File: src/rtl/dfd_pkg.sv
// Types and constants of the remote-control frame decoder.
// No dependencies; imported by dbus_frame_decoder, dfd_chain, dfd_decode and dfd_port_checker.
`timescale 1ns / 1ps

package dfd_pkg;

  localparam int FRAME_BYTES = 18;
  localparam int COUNT_W     = 6;
  localparam logic [COUNT_W-1:0] COUNT_MAX   = 6'd63;
  localparam logic [COUNT_W-1:0] FRAME_COUNT = 6'(FRAME_BYTES);

  localparam logic [10:0] OFFSET_RESET    = 11'd1024;
  localparam logic [10:0] THRESHOLD_RESET = 11'd700;
  localparam logic [1:0]  DOWN_RESET      = 2'd2;
  localparam logic        CHECK_RESET     = 1'b1;

  localparam int NUM_STICKS = 4;
  localparam int TDATA_W    = 144;

  // Register indexes, taken from paddr[3:2].
  typedef enum logic [1:0] {
    REG_OFFSET    = 2'd0,
    REG_THRESHOLD = 2'd1,
    REG_DOWN_CODE = 2'd2,
    REG_CHECK_EN  = 2'd3
  } reg_idx_t;

  typedef struct packed {
    logic [10:0] channel_offset;
    logic [10:0] error_threshold;
    logic [1:0]  switch_down_code;
    logic        check_enable;
  } cfg_t;

  typedef struct packed {
    logic [10:0] stick_ch0;
    logic [10:0] stick_ch1;
    logic [10:0] stick_ch2;
    logic [10:0] stick_ch3;
    logic [15:0] wheel_ch4;
    logic [3:0]  switches;
    logic [15:0] mouse_x;
    logic [15:0] mouse_y;
    logic [15:0] mouse_z;
    logic [15:0] mouse_press;
    logic [15:0] key_bits;
    logic        data_error;
  } result_t;

endpackage

File: src/rtl/dbus_frame_decoder.sv
// The idle transaction that closes an 18-byte burst shows its result on m_tvalid in the
// next cycle; byte transactions give no result.
// Throughput: one input transaction per cycle; input waits only while a result is held by a
// low m_tready, and a new result enters the output register as the old one leaves.
// Reset (rst, synchronous): burst count cleared, output empty, registers to their defaults.
// Depends on dfd_pkg, dfd_chain and dfd_decode.
`timescale 1ns / 1ps

module dbus_frame_decoder import dfd_pkg::*; (
  input  logic               clk,
  input  logic               rst,
  // APB configuration port
  input  logic               psel,
  input  logic               penable,
  input  logic               pwrite,
  input  logic [3:0]         paddr,
  input  logic [31:0]        pwdata,
  output logic [31:0]        prdata,
  output logic               pready,
  // Input stream
  input  logic               s_tvalid,
  output logic               s_tready,
  input  logic [7:0]         s_tdata,   // [7:0] rx_byte
  input  logic               s_tuser,   // [0] line_idle
  // Output stream
  output logic               m_tvalid,
  input  logic               m_tready,
  // [10:0] stick_ch0, [21:11] stick_ch1, [32:22] stick_ch2, [43:33] stick_ch3,
  // [59:44] wheel_ch4, [63:60] switches, [79:64] mouse_x, [95:80] mouse_y,
  // [111:96] mouse_z, [127:112] mouse_press, [143:128] key_bits
  output logic [TDATA_W-1:0] m_tdata,
  output logic               m_tuser    // [0] data_error
);

  cfg_t                        cfg;
  logic                        cfg_write;
  reg_idx_t                    cfg_idx;
  logic [COUNT_W-1:0]          burst_count;
  logic [COUNT_W-1:0]          burst_count_next;
  logic                        in_acc;
  logic                        byte_acc;
  logic                        idle_acc;
  logic                        frame_hit;
  logic [FRAME_BYTES-1:0][7:0] frame;
  result_t                     dec_res;
  result_t                     res;

  // Configuration registers.
  assign pready    = 1'b1;
  assign cfg_write = psel && penable && pwrite;
  assign cfg_idx   = reg_idx_t'(paddr[3:2]);

  always_ff @(posedge clk) begin
    if (rst) begin
      cfg.channel_offset   <= OFFSET_RESET;
      cfg.error_threshold  <= THRESHOLD_RESET;
      cfg.switch_down_code <= DOWN_RESET;
      cfg.check_enable     <= CHECK_RESET;
    end else if (cfg_write) begin
      case (cfg_idx)
        REG_OFFSET:    cfg.channel_offset   <= pwdata[10:0];
        REG_THRESHOLD: cfg.error_threshold  <= pwdata[10:0];
        REG_DOWN_CODE: cfg.switch_down_code <= pwdata[1:0];
        REG_CHECK_EN:  cfg.check_enable     <= pwdata[0];
        default: ;
      endcase
    end
  end

  always_comb begin
    case (cfg_idx)
      REG_OFFSET:    prdata = {21'd0, cfg.channel_offset};
      REG_THRESHOLD: prdata = {21'd0, cfg.error_threshold};
      REG_DOWN_CODE: prdata = {30'd0, cfg.switch_down_code};
      REG_CHECK_EN:  prdata = {31'd0, cfg.check_enable};
      default:       prdata = '0;
    endcase
  end

  // Input side.
  assign s_tready  = !m_tvalid || m_tready;
  assign in_acc    = s_tvalid && s_tready;
  assign byte_acc  = in_acc && !s_tuser;
  assign idle_acc  = in_acc && s_tuser;
  assign frame_hit = idle_acc && (burst_count == FRAME_COUNT);

  always_comb begin
    burst_count_next = burst_count;
    if (idle_acc) begin
      burst_count_next = '0;
    end else if (byte_acc && (burst_count != COUNT_MAX)) begin
      burst_count_next = burst_count + 6'd1;
    end
  end

  always_ff @(posedge clk) begin
    if (rst) begin
      burst_count <= '0;
    end else begin
      burst_count <= burst_count_next;
    end
  end

  // Bytes past the frame length still shift, but such a burst never decodes.
  dfd_chain u_chain (
    .clk      (clk),
    .shift_en (byte_acc),
    .rx_byte  (s_tdata),
    .frame    (frame)
  );

  dfd_decode u_decode (
    .frame (frame),
    .cfg   (cfg),
    .res   (dec_res)
  );

  // Output register.
  always_ff @(posedge clk) begin
    if (rst) begin
      m_tvalid <= 1'b0;
    end else if (frame_hit) begin
      m_tvalid <= 1'b1;
    end else if (m_tready) begin
      m_tvalid <= 1'b0;
    end
  end

  always_ff @(posedge clk) begin
    if (frame_hit) begin
      res <= dec_res;
    end
  end

  assign m_tdata = {res.key_bits, res.mouse_press, res.mouse_z, res.mouse_y, res.mouse_x,
                    res.switches, res.wheel_ch4, res.stick_ch3, res.stick_ch2,
                    res.stick_ch1, res.stick_ch0};
  assign m_tuser = res.data_error;

endmodule

File: src/rtl/dfd_cell.sv
// One byte cell of the frame shift chain.
// Standalone; instantiated by dfd_chain.
`timescale 1ns / 1ps

module dfd_cell (
  input  logic       clk,
  input  logic       shift_en,
  input  logic [7:0] din,
  output logic [7:0] dout
);

  logic [7:0] data;

  always_ff @(posedge clk) begin
    if (shift_en) begin
      data <= din;
    end
  end

  assign dout = data;

endmodule

File: src/rtl/dfd_chain.sv
// Row of byte cells that holds the bytes of the current burst.
// Depends on dfd_pkg and dfd_cell.
`timescale 1ns / 1ps

module dfd_chain import dfd_pkg::*; (
  input  logic                        clk,
  input  logic                        shift_en,
  input  logic [7:0]                  rx_byte,
  output logic [FRAME_BYTES-1:0][7:0] frame
);

  // A new byte enters the top cell and every cell passes its byte one place
  // down, so after a full frame cell 0 holds the first byte of the burst.
  for (genvar i = 0; i < FRAME_BYTES; i++) begin : g_cell
    logic [7:0] din;
    if (i == FRAME_BYTES - 1) begin : g_top
      assign din = rx_byte;
    end else begin : g_mid
      assign din = frame[i+1];
    end
    dfd_cell u_cell (
      .clk      (clk),
      .shift_en (shift_en),
      .din      (din),
      .dout     (frame[i])
    );
  end

endmodule

File: src/rtl/dfd_decode.sv
// Field extraction, offset removal and validity check of one stored frame.
// Depends on dfd_pkg.
`timescale 1ns / 1ps

module dfd_decode import dfd_pkg::*; (
  input  logic [FRAME_BYTES-1:0][7:0] frame,
  input  cfg_t                        cfg,
  output result_t                     res
);

  logic [NUM_STICKS-1:0][10:0] raw;
  logic [NUM_STICKS-1:0][11:0] diff;
  logic [NUM_STICKS-1:0][11:0] mag;
  logic [NUM_STICKS-1:0][10:0] sat;
  logic [NUM_STICKS-1:0]       over;
  logic [1:0]                  sw_left;
  logic [1:0]                  sw_right;
  logic [15:0]                 wheel;
  logic                        err;

  assign raw[0] = {frame[1][2:0], frame[0]};
  assign raw[1] = {frame[2][5:0], frame[1][7:3]};
  assign raw[2] = {frame[4][0], frame[3], frame[2][7:6]};
  assign raw[3] = {frame[5][3:0], frame[4][7:1]};
  assign sw_left  = frame[5][5:4];
  assign sw_right = frame[5][7:6];
  assign wheel = {frame[17], frame[16]} - {5'd0, cfg.channel_offset};

  always_comb begin
    for (int i = 0; i < NUM_STICKS; i++) begin
      diff[i] = {1'b0, raw[i]} - {1'b0, cfg.channel_offset};
      mag[i]  = diff[i][11] ? (~diff[i] + 12'd1) : diff[i];
      over[i] = mag[i] > {1'b0, cfg.error_threshold};
      // The 12-bit difference fits 11 bits when its top two bits agree.
      if (diff[i][11] == diff[i][10]) begin
        sat[i] = diff[i][10:0];
      end else if (diff[i][11]) begin
        sat[i] = 11'h400;
      end else begin
        sat[i] = 11'h3FF;
      end
    end
  end

  assign err = cfg.check_enable &&
               ((|over) || (sw_left == 2'd0) || (sw_right == 2'd0));

  always_comb begin
    if (err) begin
      res            = '0;
      res.switches   = {cfg.switch_down_code, cfg.switch_down_code};
      res.data_error = 1'b1;
    end else begin
      res.stick_ch0   = sat[0];
      res.stick_ch1   = sat[1];
      res.stick_ch2   = sat[2];
      res.stick_ch3   = sat[3];
      res.wheel_ch4   = wheel;
      res.switches    = {sw_right, sw_left};
      res.mouse_x     = {frame[7], frame[6]};
      res.mouse_y     = {frame[9], frame[8]};
      res.mouse_z     = {frame[11], frame[10]};
      res.mouse_press = {frame[13], frame[12]};
      res.key_bits    = {frame[15], frame[14]};
      res.data_error  = 1'b0;
    end
  end

endmodule

File: config.mk
export PLATFORM = sky130hd
export DESIGN_NAME = dbus_frame_decoder
export DESIGN_NICKNAME = d
export VERILOG_FILES = /design/src/rtl/dfd_pkg.sv /design/src/rtl/dbus_frame_decoder.sv /design/src/rtl/dfd_cell.sv /design/src/rtl/dfd_chain.sv /design/src/rtl/dfd_decode.sv
export SDC_FILE = /design/constraint.sdc
export NUM_CORES = 1
export LEC_CHECK = 0
export CORE_MARGIN = 2
export CORE_UTILIZATION = 35
export DETAILED_ROUTE_END_ITERATION = 12
export DONT_BUFFER_PORTS = 1
export GPL_TIMING_DRIVEN = 1
export SLEW_MARGIN = 15
export SYNTH_ARGS = -nofsm -noshare
export SYNTH_HDL_FRONTEND = slang
export SYNTH_SLANG_ARGS = --single-unit
File: constraint.sdc
create_clock -name clk -period 15.8 [get_ports clk]
set_clock_uncertainty 0.1 [all_clocks]
set_input_delay 4.74 -clock clk [delete_from_list [all_inputs] [get_ports clk]]
set_output_delay 4.74 -clock clk [all_outputs]
set_load 0.01 [all_outputs]
==> results.yml <==
power_and_ir_drop:
  powerDensity_nw_per_um2: 112
  p_leak_nw: 6.38
  ir_drop_mv: 0.0643
grt:
  grtUsageMet2_pct: 25.8
  first_global_vias: 9526
  busiest_layer: "met2"
  grt_overflow: 0
  grtUsageTotal_pct: 16.2
  grt_pass1_wl_mm: 57.5
  antenna_found_initial: 0
  grt_max_degree: 89
  met3_usage_pct: 5.34
  grt_use_met1_pct: 19.7
sta:
  finalHoldWorstSlack_ps: 331
  finalCriticalPeriod_ps: 10130
  fin_crit_sh_pct: 64.1
  fin_setup_tns_ps: 0
  final_max_slew_viol_count: 0
  fmax_mhz: 98.8
  worstMarginPinSlew_ps: 1120
  rsz0062_at_grt: "no"
  finalSetupViolations: 0
  slew_headroom_pct: 25.5
  hold_viol_final: 0
min_path:
  worstHoldStart: "u_chain.g_cell[11].u_cell.dout[1]$_DFFE_PP_"
  holdPathStages: 0
  hp-class: "reg2reg"
  holdPathEnd: "u_chain.g_cell[10].u_cell.dout[1]$_DFFE_PP_"
clock_network:
  cts_tree: "done"
  cts.repair.resized: 0
  clock_path_buffers: 3
  cts_sinks: 321
  post_cts.repair.setup_buffers: 0
  cts.clk_slew.worst_paths_ps: 60
  clk_latency_ps: 550
  root_buffer: "clkbuf_16"
  ctsHoldBuffers: 0
  cts_buffers: 37
  htree_levels: 2
synthesis:
  synth_cells: 1310
  synth_top_cell_by_area: "edfxtp_1"
  syn_area_per_cell_sq_um: 12.2
  synth-seq-cells: 321
  synth_top_area_share_pct: 54.5
  yosys-top-cells-area: "edfxtp_1 (54%), ha_1 (8.2%), dfxtp_1 (4.0%)"
  synth-main-ff-cell: "edfxtp_1"
  synth_cell_types: 70
  yosysMostFrequentCell: "edfxtp_1"
  seq_area_frac_synth_pct: 58.5
  synth_warnings: 0
  yosys-top-cells-count: "edfxtp_1 (289), nor2_1 (113), ha_1 (105), nand2_1 (87), and2_1 (86)"
  synth_edf_count: 289
  ys_async_sr_fraction_pct: 0
  netlist_area_sq_um: 15900
critical_path:
  critical_path_class: "in2out"
  cp_top_family: "multiplexers"
  cp-start-kind: "input pin"
  crit_chain: "mux4_2"
  critical_path_required_ps: 10960
  crit_slowest_cell: "mux4_2"
  crit_fanout: 18
  cp_slowest_stage_delay_ps: 540
  critPathArrivalTime_ps: 5290
  worst-path-buf-inv: 0
  end_kind: "primary output"
  rr_startpoint: "cfg[14]$_SDFFE_PP0P_"
  worstReg2RegEnd: "m_tdata[49]$_SDFFCE_PP0P_"
  r2r_setup_slack_ps: 8510
  ff2ff_path_depth: 22
die:
  ios: 232
  initial_core_util_pct: 35.3
  die-area_sq_um: 47300
  row_count: 78
  coreArea_sq_um: 45200
  die_h_um: 217
  fp.dieW_um: 217
detailed_routing:
  via_count: 9761
  dr.pass1.iters: 5
  drt-initial-drc-count: 604
  drt-total-wl_mm: 38.9
  ant_nets: 0
  wire_per_inst_um: 20.0
  routed_via_density: 5.02
  drt_drc_violations_left: 0
final_layout:
  n_antenna_cell: 0
  syn2layout_area_growth_pct: 10.8
  drive_above_1_share_pct: 6.17
  utilization_pct: 39.1
  nets: 1481
place:
  io_buffers: 0
  gp_congestion: 0.851
  dpl.hpwl_mm: 27.2
status:
  status: "finished clean"
job:
  cap_violations: 0
## through the flow
step / area (sq um) / power [mW] / instances / setup slack [ps]
2_1_floorplan: 16000 / 1.14 / 1330 / 2100
3_3_place_gp: 16500 / 1.17 / 1880 / 5680
3_5_place_dp: 16500 / 1.18 / 1880 / 5670
4_1_cts: 17700 / 2.01 / 1945 / 5670
5_1_grt: 17700 / 2.07 / 1945 / 5680
6_report: 17700 / 1.98 / 1945 / 5670
## area by class of cell
class,instances,area (sq um)
fillers,4309,27500
repair buffers,9,67.6
multi-input cells,885,6120
clock buffers,49,1000
clock inverters,16,160
flip-flops and latches,321,9320
well taps,600,751
inverters,65,244
## flip-flops by register name, indices dropped and copies added (netlist names)
register / cells
u_chain.g_cell.u_cell.dout: 144
m_tdata: 144
burst_count: 6
m_tvalid: 1
cfg: 25
m_tuser: 1
## report_power, final
| group | leakage, nW | internal (mW) | switching, mW |
|---|---|---|---|
| Clock | 0.563 | 0.483 | 0.341 |
| Sequential | 2.96 | 0.945 | 0.00971 |
| Combinational | 2.86 | 0.0798 | 0.126 |
## layer usage
layer,wire length (um),part of all wire (%)
met5,0,0
met4,1810,4.6
met3,2910,7.5
met2,18000,46
met1,16200,42
## worst max-delay path by stage
stage,start,end,slack [ps],cells past startpoint
final,paddr[2],prdata[0],5670,1
after global routing,paddr[2],prdata[0],5680,1
after CTS,paddr[2],prdata[0],5670,1
after detailed placement,paddr[2],prdata[0],5670,1
after global placement,paddr[2],prdata[0],5680,1
after floorplan,m_tready,burst_count[5]$_SDFFE_PP0P_,2100,8
## cell families (layout without fill, tap and decap cells)
logic type / after synthesis / in the layout / synth area share [%]
DFF: 321 / 321 / 58.5
other: 2 / 22 / 0.0471
and+or+nand+nor: 412 / 412 / 13.0
xor gates and xnor gates: 79 / 79 / 4.34
AOI/OAI and AO/OA: 225 / 225 / 8.99
muxes: 18 / 18 / 1.34
buffers and inverters: 124 / 139 / 3.73
adders and majority gates: 129 / 129 / 10.1
## placed cells by master (no fill, tap or decap), drive strengths merged, types with 11 or more instances in the layout
master,n
edfxtp,289
nor2,113
ha,105
nand2,87
and2,86
a21oi,79
inv,66
clkbuf,49
o21ai,47
xnor2,45
xor2,34
dfxtp,32
nand3,22
conb,22
nor3,21
maj3,19
nand2b,18
o211ai,16
nor2b,13
a21o,13
a211oi,12
mux2i,12
and3,12
clkinv,11
Note: power is estimated with default switching activity, not from simulation.
